`config.mk`:
```
export PLATFORM = sky130hd
export DESIGN_NAME = stream_string_substitute
export DESIGN_NICKNAME = d
export VERILOG_FILES = /design/src/rtl/sss_pkg.sv /design/src/rtl/sss_front.sv /design/src/rtl/sss_queue.sv /design/src/rtl/sss_back.sv /design/src/rtl/stream_string_substitute.sv
export SDC_FILE = /design/constraint.sdc
export NUM_CORES = 1
export LEC_CHECK = 0
export BUFFER_PORTS_ARGS = -buffer_cell sky130_fd_sc_hd__clkbuf_2
export CORE_MARGIN = 4
export CORE_UTILIZATION = 30
export CTS_BUF_LIST = sky130_fd_sc_hd__clkbuf_8
export DETAILED_ROUTE_END_ITERATION = 8
export PLACE_DENSITY = 0.51
export SKIP_CTS_REPAIR_TIMING = 1
export SLEW_MARGIN = 20
export SYNTH_ARGS = -nofsm -noshare
export SYNTH_HDL_FRONTEND = slang
export SYNTH_HIERARCHICAL = 1
export SYNTH_SLANG_ARGS = --single-unit
```
`constraint.sdc`:
```
create_clock -name clk -period 7.2 [get_ports clk]
set_clock_uncertainty 0.15 [all_clocks]
set_input_delay 1.44 -clock clk [delete_from_list [all_inputs] [get_ports clk]]
set_output_delay 1.44 -clock clk [all_outputs]
set_load 0.01 [all_outputs]
```
`src/rtl/sss_pkg.sv`:
```
// ----------------------------------------------------------------------------
// sss_pkg
// Shared types, constants and helpers for the streaming string substitute.
// ----------------------------------------------------------------------------
package sss_pkg;

    localparam int unsigned MAX_PATTERN     = 8;
    localparam int unsigned MAX_REPLACEMENT = 8;

    localparam int unsigned CFG_ADDR_W = 5;
    localparam int unsigned CFG_DATA_W = 64;

    typedef enum logic [1:0] {
        REG_PATTERN_BYTES      = 2'd0,
        REG_PATTERN_LENGTH     = 2'd1,
        REG_REPLACEMENT_BYTES  = 2'd2,
        REG_REPLACEMENT_LENGTH = 2'd3
    } reg_index_t;

    typedef enum logic {
        SRC_PATTERN     = 1'b0,
        SRC_REPLACEMENT = 1'b1
    } src_t;

    typedef struct packed {
        logic [7:0] in_byte;
        logic       end_of_input;
    } in_item_t;

    typedef struct packed {
        logic [7:0] out_byte;
        logic       last;
    } out_item_t;

    // One queued job: count bytes from a word, then optionally a literal byte
    typedef struct packed {
        src_t       src;
        logic [3:0] count;
        logic       has_byte;
        logic [7:0] lit_byte;
    } cmd_t;

    typedef struct packed {
        logic [63:0] pattern_bytes;
        logic [3:0]  pattern_len;
        logic [63:0] replacement_bytes;
        logic [3:0]  replacement_len;
    } cfg_t;

    function automatic logic [7:0] byte_sel(input logic [63:0] word, input logic [2:0] idx);
        byte_sel = word[{idx, 3'b000} +: 8];
    endfunction

    function automatic logic [3:0] eff_pattern_len(input logic [3:0] len);
        if (len == 4'd0)
            eff_pattern_len = 4'd1;
        else if (len > 4'(MAX_PATTERN))
            eff_pattern_len = 4'(MAX_PATTERN);
        else
            eff_pattern_len = len;
    endfunction

    function automatic logic [3:0] eff_replacement_len(input logic [3:0] len);
        if (len > 4'(MAX_REPLACEMENT))
            eff_replacement_len = 4'(MAX_REPLACEMENT);
        else
            eff_replacement_len = len;
    endfunction

endpackage

```
`src/rtl/sss_front.sv`:
```
// ----------------------------------------------------------------------------
// sss_front
// Accepts input words, tracks the partial match and issues output jobs.
// ----------------------------------------------------------------------------
module sss_front (
    input  logic              clk,
    input  logic              rst_n,
    input  sss_pkg::cfg_t     cfg,
    input  logic              match_clear,
    input  logic              in_valid,
    output logic              in_ready,
    input  sss_pkg::in_item_t in_data,
    input  logic              queue_full,
    output logic              push,
    output sss_pkg::cmd_t     push_cmd
);

    logic [3:0] matched_reg;
    logic [3:0] matched_next;
    logic [3:0] plen;
    logic [3:0] rlen;
    logic [3:0] matched_inc;
    logic [7:0] expect_byte;
    logic       accept;
    logic       need_push;

    assign plen        = sss_pkg::eff_pattern_len(cfg.pattern_len);
    assign rlen        = sss_pkg::eff_replacement_len(cfg.replacement_len);
    assign matched_inc = matched_reg + 4'd1;
    assign expect_byte = sss_pkg::byte_sel(cfg.pattern_bytes, matched_reg[2:0]);
    assign in_ready    = !queue_full;
    assign accept      = in_valid && in_ready;
    assign push        = accept && need_push;

    always_comb
    begin
        push_cmd.src      = sss_pkg::SRC_PATTERN;
        push_cmd.count    = matched_reg;
        push_cmd.has_byte = 1'b0;
        push_cmd.lit_byte = in_data.in_byte;
        need_push         = 1'b0;
        matched_next      = 4'd0;
        priority if (in_data.end_of_input)
        begin
            need_push = (matched_reg != 4'd0);
        end
        else if (in_data.in_byte == expect_byte)
        begin
            if (matched_inc >= plen)
            begin
                push_cmd.src   = sss_pkg::SRC_REPLACEMENT;
                push_cmd.count = rlen;
                need_push      = (rlen != 4'd0);
            end
            else
            begin
                matched_next = matched_inc;
            end
        end
        else
        begin
            push_cmd.has_byte = 1'b1;
            need_push         = 1'b1;
        end
    end

    always_ff @(posedge clk or negedge rst_n)
    begin
        if (!rst_n)
            matched_reg <= 4'd0;
        else if (match_clear)
            matched_reg <= 4'd0;
        else if (accept)
            matched_reg <= matched_next;
    end

endmodule

```
`src/rtl/sss_queue.sv`:
```
// ----------------------------------------------------------------------------
// sss_queue
// Two-entry job queue between the front and back ends.
// ----------------------------------------------------------------------------
module sss_queue (
    input  logic          clk,
    input  logic          rst_n,
    input  logic          push,
    input  sss_pkg::cmd_t push_cmd,
    input  logic          pop,
    output logic          full,
    output logic          empty,
    output sss_pkg::cmd_t head
);

    sss_pkg::cmd_t entry_reg [2];
    logic          wr_ptr_reg;
    logic          rd_ptr_reg;
    logic [1:0]    fill_reg;

    assign full  = (fill_reg == 2'd2);
    assign empty = (fill_reg == 2'd0);
    assign head  = entry_reg[rd_ptr_reg];

    always_ff @(posedge clk)
    begin
        if (push)
            entry_reg[wr_ptr_reg] <= push_cmd;
    end

    always_ff @(posedge clk or negedge rst_n)
    begin
        if (!rst_n)
        begin
            wr_ptr_reg <= 1'b0;
            rd_ptr_reg <= 1'b0;
            fill_reg   <= 2'd0;
        end
        else
        begin
            if (push)
                wr_ptr_reg <= !wr_ptr_reg;
            if (pop)
                rd_ptr_reg <= !rd_ptr_reg;
            if (push && !pop)
                fill_reg <= fill_reg + 2'd1;
            else if (pop && !push)
                fill_reg <= fill_reg - 2'd1;
        end
    end

endmodule

```
`src/rtl/sss_back.sv`:
```
// ----------------------------------------------------------------------------
// sss_back
// Expands queued jobs into output words, one byte per cycle while out_ready allows it.
// ----------------------------------------------------------------------------
module sss_back (
    input  logic               clk,
    input  logic               rst_n,
    input  sss_pkg::cfg_t      cfg,
    input  logic               queue_empty,
    input  sss_pkg::cmd_t      head,
    output logic               pop,
    output logic               out_valid,
    input  logic               out_ready,
    output sss_pkg::out_item_t out_data
);

    logic [3:0]         idx_reg;
    logic               out_valid_reg;
    sss_pkg::out_item_t out_data_reg;
    logic               load;
    logic [3:0]         total;
    logic [3:0]         idx_inc;
    logic               is_last;
    logic [63:0]        src_word;
    logic [7:0]         next_byte;

    assign load     = !queue_empty && (!out_valid_reg || out_ready);
    assign total    = head.count + 4'(head.has_byte);
    assign idx_inc  = idx_reg + 4'd1;
    assign is_last  = (idx_inc == total);
    assign pop      = load && is_last;
    assign src_word = (head.src == sss_pkg::SRC_REPLACEMENT) ? cfg.replacement_bytes
                                                             : cfg.pattern_bytes;
    assign next_byte = (idx_reg < head.count) ? sss_pkg::byte_sel(src_word, idx_reg[2:0])
                                              : head.lit_byte;
    assign out_valid = out_valid_reg;
    assign out_data  = out_data_reg;

    always_ff @(posedge clk)
    begin
        if (load)
        begin
            out_data_reg.out_byte <= next_byte;
            out_data_reg.last     <= is_last;
        end
    end

    always_ff @(posedge clk or negedge rst_n)
    begin
        if (!rst_n)
        begin
            idx_reg       <= 4'd0;
            out_valid_reg <= 1'b0;
        end
        else
        begin
            if (load)
                idx_reg <= is_last ? 4'd0 : idx_inc;
            if (load)
                out_valid_reg <= 1'b1;
            else if (out_ready)
                out_valid_reg <= 1'b0;
        end
    end

endmodule

```
`src/rtl/stream_string_substitute.sv`:
```
// ----------------------------------------------------------------------------
// stream_string_substitute
// Byte stream copier that replaces each occurrence of a target pattern.
// ----------------------------------------------------------------------------
// One input word is accepted per cycle while the two-entry job queue has room.
// An input causing n output words occupies the output register for each word
// (at most 8 for a mismatch after a seven-byte partial match), so sustained
// throughput is bounded by the single-byte output port; words that give no
// output or one output run at one per cycle while the job queue has room.
// Registers sit at byte addresses 0x00, 0x08, 0x10, 0x18; writing the pattern
// or its length drops any held partial match.
module stream_string_substitute (
    input  logic                              clk,
    input  logic                              rst_n,
    input  logic                              in_valid,
    output logic                              in_ready,
    input  sss_pkg::in_item_t                 in_data,
    output logic                              out_valid,
    input  logic                              out_ready,
    output sss_pkg::out_item_t                out_data,
    input  logic                              psel,
    input  logic                              penable,
    input  logic                              pwrite,
    input  logic [sss_pkg::CFG_ADDR_W-1:0]    paddr,
    input  logic [sss_pkg::CFG_DATA_W-1:0]    pwdata,
    output logic [sss_pkg::CFG_DATA_W-1:0]    prdata,
    output logic                              pready
);

    sss_pkg::cfg_t       cfg_reg;
    sss_pkg::reg_index_t reg_idx;
    logic                wr_en;
    logic                match_clear;
    logic                queue_full;
    logic                queue_empty;
    logic                push;
    logic                pop;
    sss_pkg::cmd_t       push_cmd;
    sss_pkg::cmd_t       head;

    assign pready      = 1'b1;
    assign reg_idx     = sss_pkg::reg_index_t'(paddr[4:3]);
    assign wr_en       = psel && penable && pwrite && pready;
    assign match_clear = wr_en && (reg_idx == sss_pkg::REG_PATTERN_BYTES ||
                                   reg_idx == sss_pkg::REG_PATTERN_LENGTH);

    always_ff @(posedge clk or negedge rst_n)
    begin
        if (!rst_n)
        begin
            cfg_reg.pattern_bytes     <= 64'd0;
            cfg_reg.pattern_len       <= 4'd1;
            cfg_reg.replacement_bytes <= 64'd0;
            cfg_reg.replacement_len   <= 4'd0;
        end
        else if (wr_en)
        begin
            unique case (reg_idx)
                sss_pkg::REG_PATTERN_BYTES:      cfg_reg.pattern_bytes     <= pwdata;
                sss_pkg::REG_PATTERN_LENGTH:     cfg_reg.pattern_len       <= pwdata[3:0];
                sss_pkg::REG_REPLACEMENT_BYTES:  cfg_reg.replacement_bytes <= pwdata;
                sss_pkg::REG_REPLACEMENT_LENGTH: cfg_reg.replacement_len   <= pwdata[3:0];
            endcase
        end
    end

    always_comb
    begin
        unique case (reg_idx)
            sss_pkg::REG_PATTERN_BYTES:      prdata = cfg_reg.pattern_bytes;
            sss_pkg::REG_PATTERN_LENGTH:     prdata = {60'd0, cfg_reg.pattern_len};
            sss_pkg::REG_REPLACEMENT_BYTES:  prdata = cfg_reg.replacement_bytes;
            sss_pkg::REG_REPLACEMENT_LENGTH: prdata = {60'd0, cfg_reg.replacement_len};
        endcase
    end

    sss_front u_front (
        .clk         (clk),
        .rst_n       (rst_n),
        .cfg         (cfg_reg),
        .match_clear (match_clear),
        .in_valid    (in_valid),
        .in_ready    (in_ready),
        .in_data     (in_data),
        .queue_full  (queue_full),
        .push        (push),
        .push_cmd    (push_cmd)
    );

    sss_queue u_queue (
        .clk      (clk),
        .rst_n    (rst_n),
        .push     (push),
        .push_cmd (push_cmd),
        .pop      (pop),
        .full     (queue_full),
        .empty    (queue_empty),
        .head     (head)
    );

    sss_back u_back (
        .clk         (clk),
        .rst_n       (rst_n),
        .cfg         (cfg_reg),
        .queue_empty (queue_empty),
        .head        (head),
        .pop         (pop),
        .out_valid   (out_valid),
        .out_ready   (out_ready),
        .out_data    (out_data)
    );

endmodule
```
# Word level (Yosys, flattened, before mapping)
# Memory sizes are Yosys's and may differ from the RTL's.
# Index checks and enable logic that the tools add are counted.
# totals
reg_bits,158
ram_bits,28
in_bits,85
out_inout_bits,76
elab_cells,85
memories,1
# mem_list
memory,depth,width,rd,rd_ports_with_merged_regs,wr,line,rtl
u_queue.entry_reg,2,14,1,0,1,sss_queue.sv:16,sss_pkg::cmd_t entry_reg [2];
# classes
addsub,5
n_lt_le_gt_ge,4
eq_ne,6
shifts,2
n_mux,25
n_reduce_logical,30
# op_table
op,count
64-bit case mux with 4 select lines,1
64-bit by 7-bit variable part select with 8-bit output,2
64-bit 2-to-1 mux,1
4-bit 2-to-1 mux,9
5-bit 2-to-1 mux,2
1-bit logical AND,9
"4-bit by 1-bit adder with 4-bit output, second input constant",2
8-bit == test,1
"4-bit greater-than comparator, second input constant",2
1-bit 2-to-1 mux,8
8-bit 2-to-1 mux,1
2-bit AND reduction,4
4-bit nonzero test,2
1-bit zero test,7
"2-bit == test, second input constant",3
6-bit 2-to-1 mux,1
2-bit nonzero test,3
4-bit by 1-bit adder with 4-bit output,1
4-bit == test,1
4-bit >= comparator,1
2-bit zero test,2
4-bit zero test,1
4-bit less-than comparator,1
2-bit 2-to-1 mux,2
other kinds (4),5

# Logic depth before layout (Yosys ltp)
# Gate-level depths: netlist (run 1).
# depth
ltp_word,12
ltp_mapped,14
ltp_nobuf,14

# Modules after synthesis
# The synthesis (run 1) kept the hierarchy.
# by_module_without_submodules
module,instances,cells_each,area_per_inst_um2,seq_area_each_um2
stream_string_substitute,1,433,6321.1,3404.5
sss_back,1,141,1931.9,395.4
sss_queue,1,60,1249.9,940.9
sss_front,1,126,1142.3,100.1

# Worst setup path after synthesis (run 1)
# OpenSTA, ideal clock, no wires.
# synth_path
kind,input -> output
from,input paddr[3] in the netlist's numbering
to,output prdata[0] in the netlist's numbering
t_arrival_ps,2171
path_slack_ps,3439
cell_stages,2
path_cell_list,buf_2 mux4_2
# synth_via
elab_chain_len,2
word_cells_on_any_way,5
classes_between,eq/ne: 3; mux: 1; reduce/logical: 1
# synth_rtl
element,line,rtl
"start, declared",stream_string_substitute.sv:24,"input logic [sss_pkg::CFG_ADDR_W-1:0] paddr,"
2-bit == test (tied with other cells),stream_string_substitute.sv:69,unique case (reg_idx)
64-bit case mux with 4 select lines *,stream_string_substitute.sv:69,
"end, declared",stream_string_substitute.sv:26,"output logic [sss_pkg::CFG_DATA_W-1:0] prdata,"
# Every way passes the cells marked *; elsewhere a longest branch is shown, timed or not.

# Worst setup path after layout (run 1)
# Same ends and word-level chain as after synthesis.

==> results by group, run 1 <==
Timing
  • Number of failing hold endpoints at the final stage: 0
  • Normalized max-slew margin: 36.9%
  • Unrepaired setup endpoints after global routing: false
  • Setup-violating endpoint count in the final report: 0
  • Fin. max-slew vios: 0
  • Slew at the pin with the worst max-slew slack: 947 ps
  • Final period utilization: 67.3%
  • Fmax: 206 MHz
  • Minimum period implied by the final worst setup slack: 4850 ps
  • Final TNS setup: 0 ps

GRT
  • Number of antenna violations at the first check in global routing: 3
  • Wire length of the first global-routing pass: 46.3 mm
  • Via count of the first global-routing pass: 7244
  • Total routing usage reported by global routing: 15.7%
  • Global route overflow: 0
  • Largest net degree at the start of global routing: 80

Clock network
  • Clock transition at the registers of the reported paths: 100 ps
  • TritonCTS clock tree: built
  • Maximum clock path buffer count: 2
  • Clk Latency, worst-skew pair: 490 ps
  • Root Driver: sky130_fd_sc_hd__clkbuf_8
  • Number of buffers inserted during clock tree synthesis: 17
  • H-tree lvl count: 4
  • Clock net sink count: 186

Synthesis
  • Cell area after technology mapping: 10600 um^2
  • Post-Synthesis Cells: 760
  • Ys flop type: sky130_fd_sc_hd__dfrtp_1
  • Post-synth ARST share: 80.1%
  • Top-area cell type share of the netlist area: 34.8%
  • Post-synth top area cell: sky130_fd_sc_hd__dfrtp_1
  • Distinct cell type count of the synthesized netlist: 52
  • Main area contributors after synthesis: sky130_fd_sc_hd__dfrtp_1 35%, sky130_fd_sc_hd__edfxtp_1 10%, sky130_fd_sc_hd__mux2_4 10%, sky130_fd_sc_hd__mux2_2 8.9%, sky130_fd_sc_hd__mux2i_1 8.6%
  • YS warnings: 6
  • Number of synthesized flops with an enable pin: 37
  • Average cell area after synthesis: 14.0 um^2
  • Synth Net Count: 858
  • Post-synthesis sequential area ratio: 45.5%
  • Number of synthesized register bits: 186

Drt
  • TritonRoute pass-1 iters: 4
  • Iter 0 DRT Violations: 291
  • Total Routed Length: 30.2 mm
  • DR vias: 6692
  • Number of design rule violations left after detail routing: 0
  • DR WL/cell: 22.3 um
  • Via density: 4.93
  • Detail Route Antenna Nets: 0

Die
  • I/O pin total: 161
  • Number of placement rows: 68
  • Die Y-Extent: 196 um
  • Die X: 196 um
  • Core area: 34800 um^2
  • Initial cell density of the core: 30.6%
  • DIE AREA: 38600 um^2

Status
  • Outcome: finished clean

Power
  • Power density over the cells: 312 nW/um^2
  • Max VDD drop: 0.155 mV
  • Leakage: 5.38 nW

Critical path
  • Arrival time worst endpoint: 3260 ps
  • Slowest Stage Delay on Critical Path: 620 ps
  • Required time of the critical path: 5610 ps
  • Kind of critical path: in -> out
  • Chain of cells forming the critical path: buf_2, buf_4, mux4_2, clkbuf_2
  • Element type at the critical path end: primary output
  • Category of the worst setup path launch point: input pin
  • Critical path fanouts, max: 48
  • Slowest cell on the critical path: sky130_fd_sc_hd__mux4_2

Placement
  • Cell count after placement: 1325
  • # port buffers: 156
  • Placed wire-length estimate: 21.1 mm
  • Final weighted congestion of routability-driven global placement: 0.777

Min path
  • Hold Path Class: reg -> reg

Final layout
  • Flip-flop count of the largest register after layout: 136
  • Final Instance Count excl. Fillers: 1358
  • Final core utilization: 34.6%
  • Relative area change from synthesis to final layout: 13.2%
  • Net count, final: 987
  • Ratio of cells with drive above 1 in the final layout: 42.5%

Flow run
  • Max_cap viols: 0
## cell families after synthesis
family	count (synthesis)	synth area share, %
compound gates	47	2.83
flops	186	45.5
other cells	1	0.0352
mux	295	38.2
xor+xnor	20	1.65
simple gates	128	5.71
buf+inv	70	4.56
fa+ha+maj	13	1.53
## layout by cell type (no fill, tap or decap), types with 13 or more instances in the layout
| master | Yosys | routed |
|---|---|---|
| sky130_fd_sc_hd__ha_1 | 13 | 13 |
| sky130_fd_sc_hd__inv_1 | 13 | 13 |
| sky130_fd_sc_hd__a21oi_1 | 17 | 17 |
| sky130_fd_sc_hd__mux2_4 | 71 | 71 |
| sky130_fd_sc_hd__clkbuf_2 | 0 | 153 |
| sky130_fd_sc_hd__mux4_1 | 26 | 26 |
| sky130_fd_sc_hd__mux2i_1 | 91 | 91 |
| sky130_fd_sc_hd__clkbuf_8 | 0 | 19 |
| sky130_fd_sc_hd__edfxtp_1 | 37 | 37 |
| sky130_fd_sc_hd__nor2_1 | 73 | 73 |
| sky130_fd_sc_hd__mux4_2 | 18 | 18 |
| sky130_fd_sc_hd__mux2_2 | 84 | 84 |
| sky130_fd_sc_hd__dfrtp_1 | 148 | 148 |
## area by class of cell
cell class / instances / area (um^2)
Fill cell: 3458 / 22700
Multi-Input combinational cell: 504 / 5330
Sequential cell: 186 / 4840
Timing Repair Buffer: 167 / 885
Tap cell: 455 / 569
Clock buffer: 19 / 262
Clock inverter: 13 / 120
Inverter: 13 / 48.8
Antenna cell: 1 / 2.50
## per-stage QoR
step	power, mW	worst slack, ps	instance area [um^2]	hold WS [ps]
floorplan	2.62	3440	10600	305
global placement	3.08	2280	11700	320
detailed placement	3.09	2270	11700	329
CTS	3.81	2270	12100	347
global route	4.01	2210	12100	375
finish	3.77	2350	12100	350
## per-layer routing
| layer | global-route usage, % | part of all wire [%] | up-vias |
|---|---|---|---|
| li1 | - | - | 3069 |
| met1 | 22.3 | 47 | 3456 |
| met2 | 25.5 | 48 | 140 |
| met3 | 3.11 | 4.2 | 21 |
| met4 | 2.66 | 0.68 | 6 |
| met5 | 0 | 0.093 | - |
## worst max-delay path: cells and delay by family
family / cells / cell delay, ps
buffers and inverters: 3 / 1180
muxes: 1 / 620
## power by group
part | internal, mW | switching [mW]
Combinational | 0.748 | 0.714
Clock | 0.275 | 0.434
Sequential | 1.35 | 0.245
Total | 2.37 | 1.39
## synthesized netlist by cell type (2+ instances only)
master                     count
sky130_fd_sc_hd__a21o_1        2
sky130_fd_sc_hd__a21oi_1      17
sky130_fd_sc_hd__a22oi_1       8
sky130_fd_sc_hd__and2_1        4
sky130_fd_sc_hd__and3_1        4
sky130_fd_sc_hd__buf_12        2
sky130_fd_sc_hd__buf_2        11
sky130_fd_sc_hd__buf_4        18
sky130_fd_sc_hd__buf_6        14
sky130_fd_sc_hd__clkbuf_1     10
sky130_fd_sc_hd__dfrtp_1     148
sky130_fd_sc_hd__edfxtp_1     37
sky130_fd_sc_hd__ha_1         13
sky130_fd_sc_hd__inv_1        13
sky130_fd_sc_hd__mux2_1        5
sky130_fd_sc_hd__mux2_2       84
sky130_fd_sc_hd__mux2_4       71
sky130_fd_sc_hd__mux2i_1      91
sky130_fd_sc_hd__mux4_1       26
sky130_fd_sc_hd__mux4_2       18
sky130_fd_sc_hd__nand2_1      12
sky130_fd_sc_hd__nand2b_1      6
sky130_fd_sc_hd__nand3_1       4
sky130_fd_sc_hd__nor2_1       73
sky130_fd_sc_hd__nor2b_1       6
sky130_fd_sc_hd__nor3_1        5
sky130_fd_sc_hd__nor4_1        2
sky130_fd_sc_hd__o21ai_0       3
sky130_fd_sc_hd__o22ai_1       9
sky130_fd_sc_hd__o31ai_1       2
sky130_fd_sc_hd__or2_2         3
sky130_fd_sc_hd__xnor2_1      10
sky130_fd_sc_hd__xor2_1       10
## path summary, 6_finish.rpt
check | from | endpoint | slack (ps) | cells after the start
worst min register to register | u_queue/fill_reg[1]$_DFFE_PN0P_ | u_queue/fill_reg[1]$_DFFE_PN0P_ | 350 | 1
worst max register to register | u_front/matched_reg[0]$_DFFE_PN0P_ | u_queue/entry_reg[1][7]$_DFFE_PP_ | 2930 | 9
min in group asynchronous | rst_n | u_back/out_valid$_DFFE_PN0P_ | 850 | 1
max in group asynchronous | rst_n | cfg_reg[109]$_DFFE_PN0P_ | 4580 | 2
worst max-delay path | paddr[3] | prdata[0] | 2350 | 4
worst min-delay path | u_queue/fill_reg[1]$_DFFE_PN0P_ | u_queue/fill_reg[1]$_DFFE_PN0P_ | 350 | 1
Note: power is estimated with default switching activity, not from simulation.
==> inputs of run 2 (changes only) <==
==> constraint.sdc (replaced) <==
create_clock -name clk -period 5.05 [get_ports clk]
set_clock_uncertainty 0.15 [all_clocks]
set_input_delay 1.01 -clock clk [delete_from_list [all_inputs] [get_ports clk]]
set_output_delay 1.01 -clock clk [all_outputs]
set_load 0.01 [all_outputs]
==> results by group, run 2 (synthesis gave the netlist of run 1 again) <==
Timing
  • Minimum period implied by the final worst setup slack: 4080 ps
  • Normalized max-slew margin: 37.4%
  • Fin. max-slew vios: 0
  • Unrepaired setup endpoints after global routing: false
  • Setup ws final: 966 ps
  • Number of failing hold endpoints at the final stage: 0
  • Final TNS setup: 0 ps
  • Final period utilization: 80.9%
  • Setup-violating endpoint count in the final report: 0
  • Slew at the pin with the worst max-slew slack: 939 ps
  • Fmax: 245 MHz

Power
  • Seq pwr share: 42.5%
  • Int Pwr: 3.38 mW
  • Power density over the cells: 443 nW/um^2
  • Reported net switching power: 1.98 mW
  • Switching part of the total power: 36.9%
  • Max VDD drop: 0.168 mV
  • Leakage: 5.41 nW
  • Combinational Power Share: 38.8%
  • Clock power frac: 18.7%

Clock network
  • Number of buffers inserted during clock tree synthesis: 17
  • Root Driver: sky130_fd_sc_hd__clkbuf_8
  • TritonCTS clock tree: built
  • Clock transition at the registers of the reported paths: 110 ps
  • Clock net sink count: 186
  • H-tree lvl count: 4
  • Clk Latency, worst-skew pair: 490 ps
  • Maximum clock path buffer count: 2

GRT
  • Via count of the first global-routing pass: 7120
  • Largest net degree at the start of global routing: 85
  • Total routing usage reported by global routing: 15.7%
  • Global route overflow: 0
  • Number of antenna violations at the first check in global routing: 2
  • Wire length of the first global-routing pass: 45.9 mm

Critical path
  • Worst setup path end: u_queue/entry_reg[1][6]$_DFFE_PP_
  • Required time of the critical path: 5030 ps
  • Number of cell instances on the worst register-to-register path: 8
  • Chain of cells forming the critical path: buf_4, mux4_2, mux2i_1, xnor2_1, nor4_4, nand2b_2, o21a_1, and2_1
  • Arrival time worst endpoint: 4060 ps
  • Critical path launch point: u_front/matched_reg[0]$_DFFE_PN0P_
  • Slowest cell on the critical path: sky130_fd_sc_hd__dfrtp_1
  • Flop-to-flop setup slack: 970 ps
  • Critical path fanouts, max: 20
  • Slowest Stage Delay on Critical Path: 820 ps
  • Kind of critical path: reg -> reg
  • Category of the worst setup path launch point: flip-flop
  • Element type at the critical path end: flip-flop
  • Worst flop-to-flop path startpoint: u_front/matched_reg[0]$_DFFE_PN0P_
  • R2R Path End: u_queue/entry_reg[1][6]$_DFFE_PP_

Final layout
  • Commonest cells after routing, fill and taps aside: 153 x sky130_fd_sc_hd__clkbuf_2, 148 x sky130_fd_sc_hd__dfrtp_1, 91 x sky130_fd_sc_hd__mux2i_1
  • Net count, final: 992
  • Final core utilization: 34.8%
  • Flip-flop count of the largest register after layout: 136
  • Ratio of cells with drive above 1 in the final layout: 42.7%
  • Relative area change from synthesis to final layout: 13.6%
  • Fill cells: 3479
  • Most common cell after layout, fill and taps aside: sky130_fd_sc_hd__clkbuf_2

Min path
  • Launch instance of the worst min-delay path: u_queue/wr_ptr_reg$_DFFE_PN0P_
  • Hold Path Class: reg -> reg
  • Count of cells along the worst hold path: 1

Drt
  • Iter 0 DRT Violations: 333
  • Total Routed Length: 30.0 mm
  • Via density: 4.96
  • DR WL/cell: 22.0 um
  • Detail Route Antenna Nets: 0
  • TritonRoute pass-1 iters: 4
  • Number of design rule violations left after detail routing: 0
  • DR vias: 6757

Placement
  • # port buffers: 156
  • Final weighted congestion of routability-driven global placement: 0.790
  • Post-Place Worst Slack: 1010 ps
  • Placed wire-length estimate: 21.7 mm

Die
  • Die X: 196 um
  • Number of placement rows: 68
  • Die Y-Extent: 196 um
  • DIE AREA: 38600 um^2
  • Core area: 34800 um^2
  • Initial cell density of the core: 30.6%
  • I/O pin total: 161

Flow run
  • Max_cap viols: 0

Status
  • Outcome: finished clean
-- run 2: how the worst min path moves through the flow --
stage,to,slack [ps]
final,u_queue/wr_ptr_reg$_DFFE_PN0P_,340
after global routing,u_queue/wr_ptr_reg$_DFFE_PN0P_,380
after CTS,u_queue/wr_ptr_reg$_DFFE_PN0P_,340
after detailed placement,u_queue/wr_ptr_reg$_DFFE_PN0P_,320
after global placement,u_queue/wr_ptr_reg$_DFFE_PN0P_,320
after floorplan,u_queue/wr_ptr_reg$_DFFE_PN0P_,310
-- run 2: area by class of cell --
type / instances / area [um^2] / share of cell area, %
multi-input combinational: 504 / 5330 / 44.0
sequential: 186 / 4840 / 40.0
timing repair buffer: 172 / 935 / 7.73
inverter: 13 / 48.8 / 0.403
clock inverter: 14 / 126 / 1.04
antenna: 1 / 2.50 / 0.0207
clock buffer: 18 / 248 / 2.05
tap: 455 / 569 / 4.71
-- run 2: routing by layer --
layer  vias to the layer above  track usage (%)  share of wire, %
li1                       3093                -                 -
met1                      3482             22.4                47
met2                       159             25.2                48
met3                        19             2.94               4.4
met4                         4             3.26              0.91
met5                         -                0             0.090
-- run 2: through the flow --
stage	cell area (um^2)	cells	hold WS (ps)	total power, mW
final	12100	1363	342	5.36
after global routing	12100	1362	385	5.71
after global placement	11700	1330	322	4.40
after CTS	12100	1362	344	5.44
after detailed placement	11700	1330	324	4.42
after floorplan	10600	760	305	3.74
-- run 2: power by group through the flow --
stage	combinational (mW)	clock [mW]	sequential [mW]
after floorplan	1.57	0	2.17
after global placement	2.10	0	2.31
after detailed placement	2.10	0	2.31
after CTS	2.12	1.04	2.28
after global routing	2.27	1.10	2.34
final	2.08	1.00	2.28
-- run 2: critical path, delay by kind of cell, from the launching register on --
family                    cells  cell delay (ps)
and+or+nand+nor               3             1020
DFF                           1              820
muxes                         2              810
buffers and inverters         1              480
AOI/OAI and AO/OA             1              270
xor gates and xnor gates      1              150
==> inputs of run 3 (changes only) <==
==> constraint.sdc (replaced) <==
create_clock -name clk -period 3.9 [get_ports clk]
set_clock_uncertainty 0.15 [all_clocks]
set_input_delay 0.78 -clock clk [delete_from_list [all_inputs] [get_ports clk]]
set_output_delay 0.78 -clock clk [all_outputs]
set_load 0.01 [all_outputs]
==> results by group, run 3 (synthesis gave the netlist of run 1 again) <==
Status
  • Outcome: finished clean

Final layout
  • Most common cell after layout, fill and taps aside: sky130_fd_sc_hd__clkbuf_2
  • Flip-flop count of the largest register after layout: 136
  • Ratio of cells with drive above 1 in the final layout: 43.5%
  • Number of antenna repair diodes: 0
  • Combined flip-flop and latch cell area: 4840 um^2
  • Commonest cells after routing, fill and taps aside: 153 x sky130_fd_sc_hd__clkbuf_2, 148 x sky130_fd_sc_hd__dfrtp_1, 91 x sky130_fd_sc_hd__mux2i_1
  • Fill cells: 3483
  • Multi-input gate area in the final layout: 5330 um^2
  • Net count, final: 1006
  • Relative area change from synthesis to final layout: 14.8%

Die
  • Initial cell density of the core: 30.6%
  • Number of placement rows: 68
  • Core area: 34800 um^2
  • I/O pin total: 161
  • Die X: 196 um
  • DIE AREA: 38600 um^2
  • Die Y-Extent: 196 um

Drt
  • DR WL/cell: 22.0 um
  • Number of design rule violations left after detail routing: 0
  • Iter 0 DRT Violations: 356
  • DR vias: 6648
  • Detail Route Antenna Nets: 0
  • TritonRoute pass-1 iters: 4
  • Via density: 4.83
  • Total Routed Length: 30.2 mm

Power
  • Leakage: 5.49 nW
  • Power density over the cells: 572 nW/um^2
  • Design Power: 6.98 mW
  • Max VDD drop: 0.297 mV

Clock network
  • Number of buffers inserted during clock tree synthesis: 17
  • Clock net sink count: 186
  • TritonCTS clock tree: built
  • Maximum clock path buffer count: 2
  • H-tree lvl count: 4
  • Root Driver: sky130_fd_sc_hd__clkbuf_8
  • Clock transition at the registers of the reported paths: 120 ps
  • Clk Latency, worst-skew pair: 490 ps

Critical path
  • Critical path fanouts, max: 15
  • Arrival time worst endpoint: 3420 ps
  • Chain of cells forming the critical path: mux4_2, mux2i_1, xor2_1, o221ai_2, nor4_4, nand2b_2, o21a_1, and2_1
  • Count of buffering cells on the critical path with inverters included: 0
  • Category of the worst setup path launch point: flip-flop
  • Slowest Stage Delay on Critical Path: 780 ps
  • Kind of cell with the highest combined delay on the critical path: simple AND/OR/NAND/NOR gates
  • Required time of the critical path: 3900 ps
  • Kind of critical path: reg -> reg
  • Slowest cell on the critical path: sky130_fd_sc_hd__dfrtp_1
  • Element type at the critical path end: flip-flop

Timing
  • Unrepaired setup endpoints after global routing: false
  • Number of failing hold endpoints at the final stage: 0
  • Normalized max-slew margin: 51.8%
  • Slew at the pin with the worst max-slew slack: 722 ps
  • Minimum period implied by the final worst setup slack: 3430 ps
  • Final period utilization: 87.9%
  • Setup-violating endpoint count in the final report: 0
  • Fin. max-slew vios: 0
  • Fmax: 292 MHz
  • Final TNS setup: 0 ps
  • Worst hold slack: 144 ps

GRT
  • Largest net degree at the start of global routing: 74
  • Global route overflow: 0
  • Wire length of the first global-routing pass: 46.1 mm
  • Number of antenna violations at the first check in global routing: 3
  • Via count of the first global-routing pass: 7066
  • Total routing usage reported by global routing: 15.8%

Min path
  • Hold Path Class: in -> async

Flow run
  • Max_cap viols: 0

Placement
  • Placed wire-length estimate: 22.3 mm
  • # port buffers: 156
  • Final weighted congestion of routability-driven global placement: 0.748
run 3: cell types whose count changed in the layout (fill, tap and decap cells not counted), sizes merged:
cell | previous run | this run
clkinv | 2 | 0
diode | 1 | 0
buf | 19 | 33
clkbuf | 171 | 172
inv | 25 | 26
run 3: path summary, 6_finish.rpt:
| kind | cells after the start | start | slack, ps | endpoint |
|---|---|---|---|---|
| max | 8 | u_front/matched_reg[1]$_DFFE_PN0P_ | 470 | u_queue/entry_reg[1][5]$_DFFE_PP_ |
| min | 1 | rst_n | 140 | u_queue/fill_reg[0]$_DFFE_PN0P_ |
| max reg2reg | 8 | u_front/matched_reg[1]$_DFFE_PN0P_ | 470 | u_queue/entry_reg[1][5]$_DFFE_PP_ |
| min reg2reg | 1 | u_queue/fill_reg[1]$_DFFE_PN0P_ | 350 | u_queue/fill_reg[1]$_DFFE_PN0P_ |
| max in group asynchronous | 2 | rst_n | 2590 | cfg_reg[97]$_DFFE_PN0P_ |
| min in group clk | 1 | u_queue/fill_reg[1]$_DFFE_PN0P_ | 350 | u_queue/fill_reg[1]$_DFFE_PN0P_ |
run 3: stage by stage:
stage          instances  worst slack, ps  utilization, %  cell area (um^2)
4_1_cts             1376              469            35.1             12200
3_3_place_gp        1344              499            34.0             11800
6_report            1376              473            35.1             12200
3_5_place_dp        1344              489            34.0             11800
2_1_floorplan        760              672               -             10600
5_1_grt             1376              252            35.1             12200
run 3: cell type report:
class                      instances  area share [%]
multi-input combinational        504            43.6
sequential                       186            39.6
timing repair buffer             186            8.61
tap                              455            4.66
clock buffer                      19            2.14
clock inverter                    13           0.953
inverter                          13           0.399
run 3: power breakdown:
| part | internal [mW] | leakage (nW) | switching, mW | total (mW) |
|---|---|---|---|---|
| Sequential | 2.49 | 2.17 | 0.423 | 2.92 |
| Combinational | 1.42 | 3.11 | 1.34 | 2.77 |
| Clock | 0.506 | 0.201 | 0.796 | 1.30 |
run 3: routing by layer:
metal	vias up	part of all wire [%]	global-route usage, %
met5	-	0.14	0
met4	6	0.73	2.87
met3	20	5.3	3.42
met2	145	48	25.1
met1	3365	46	22.6
li1	3112	-	-
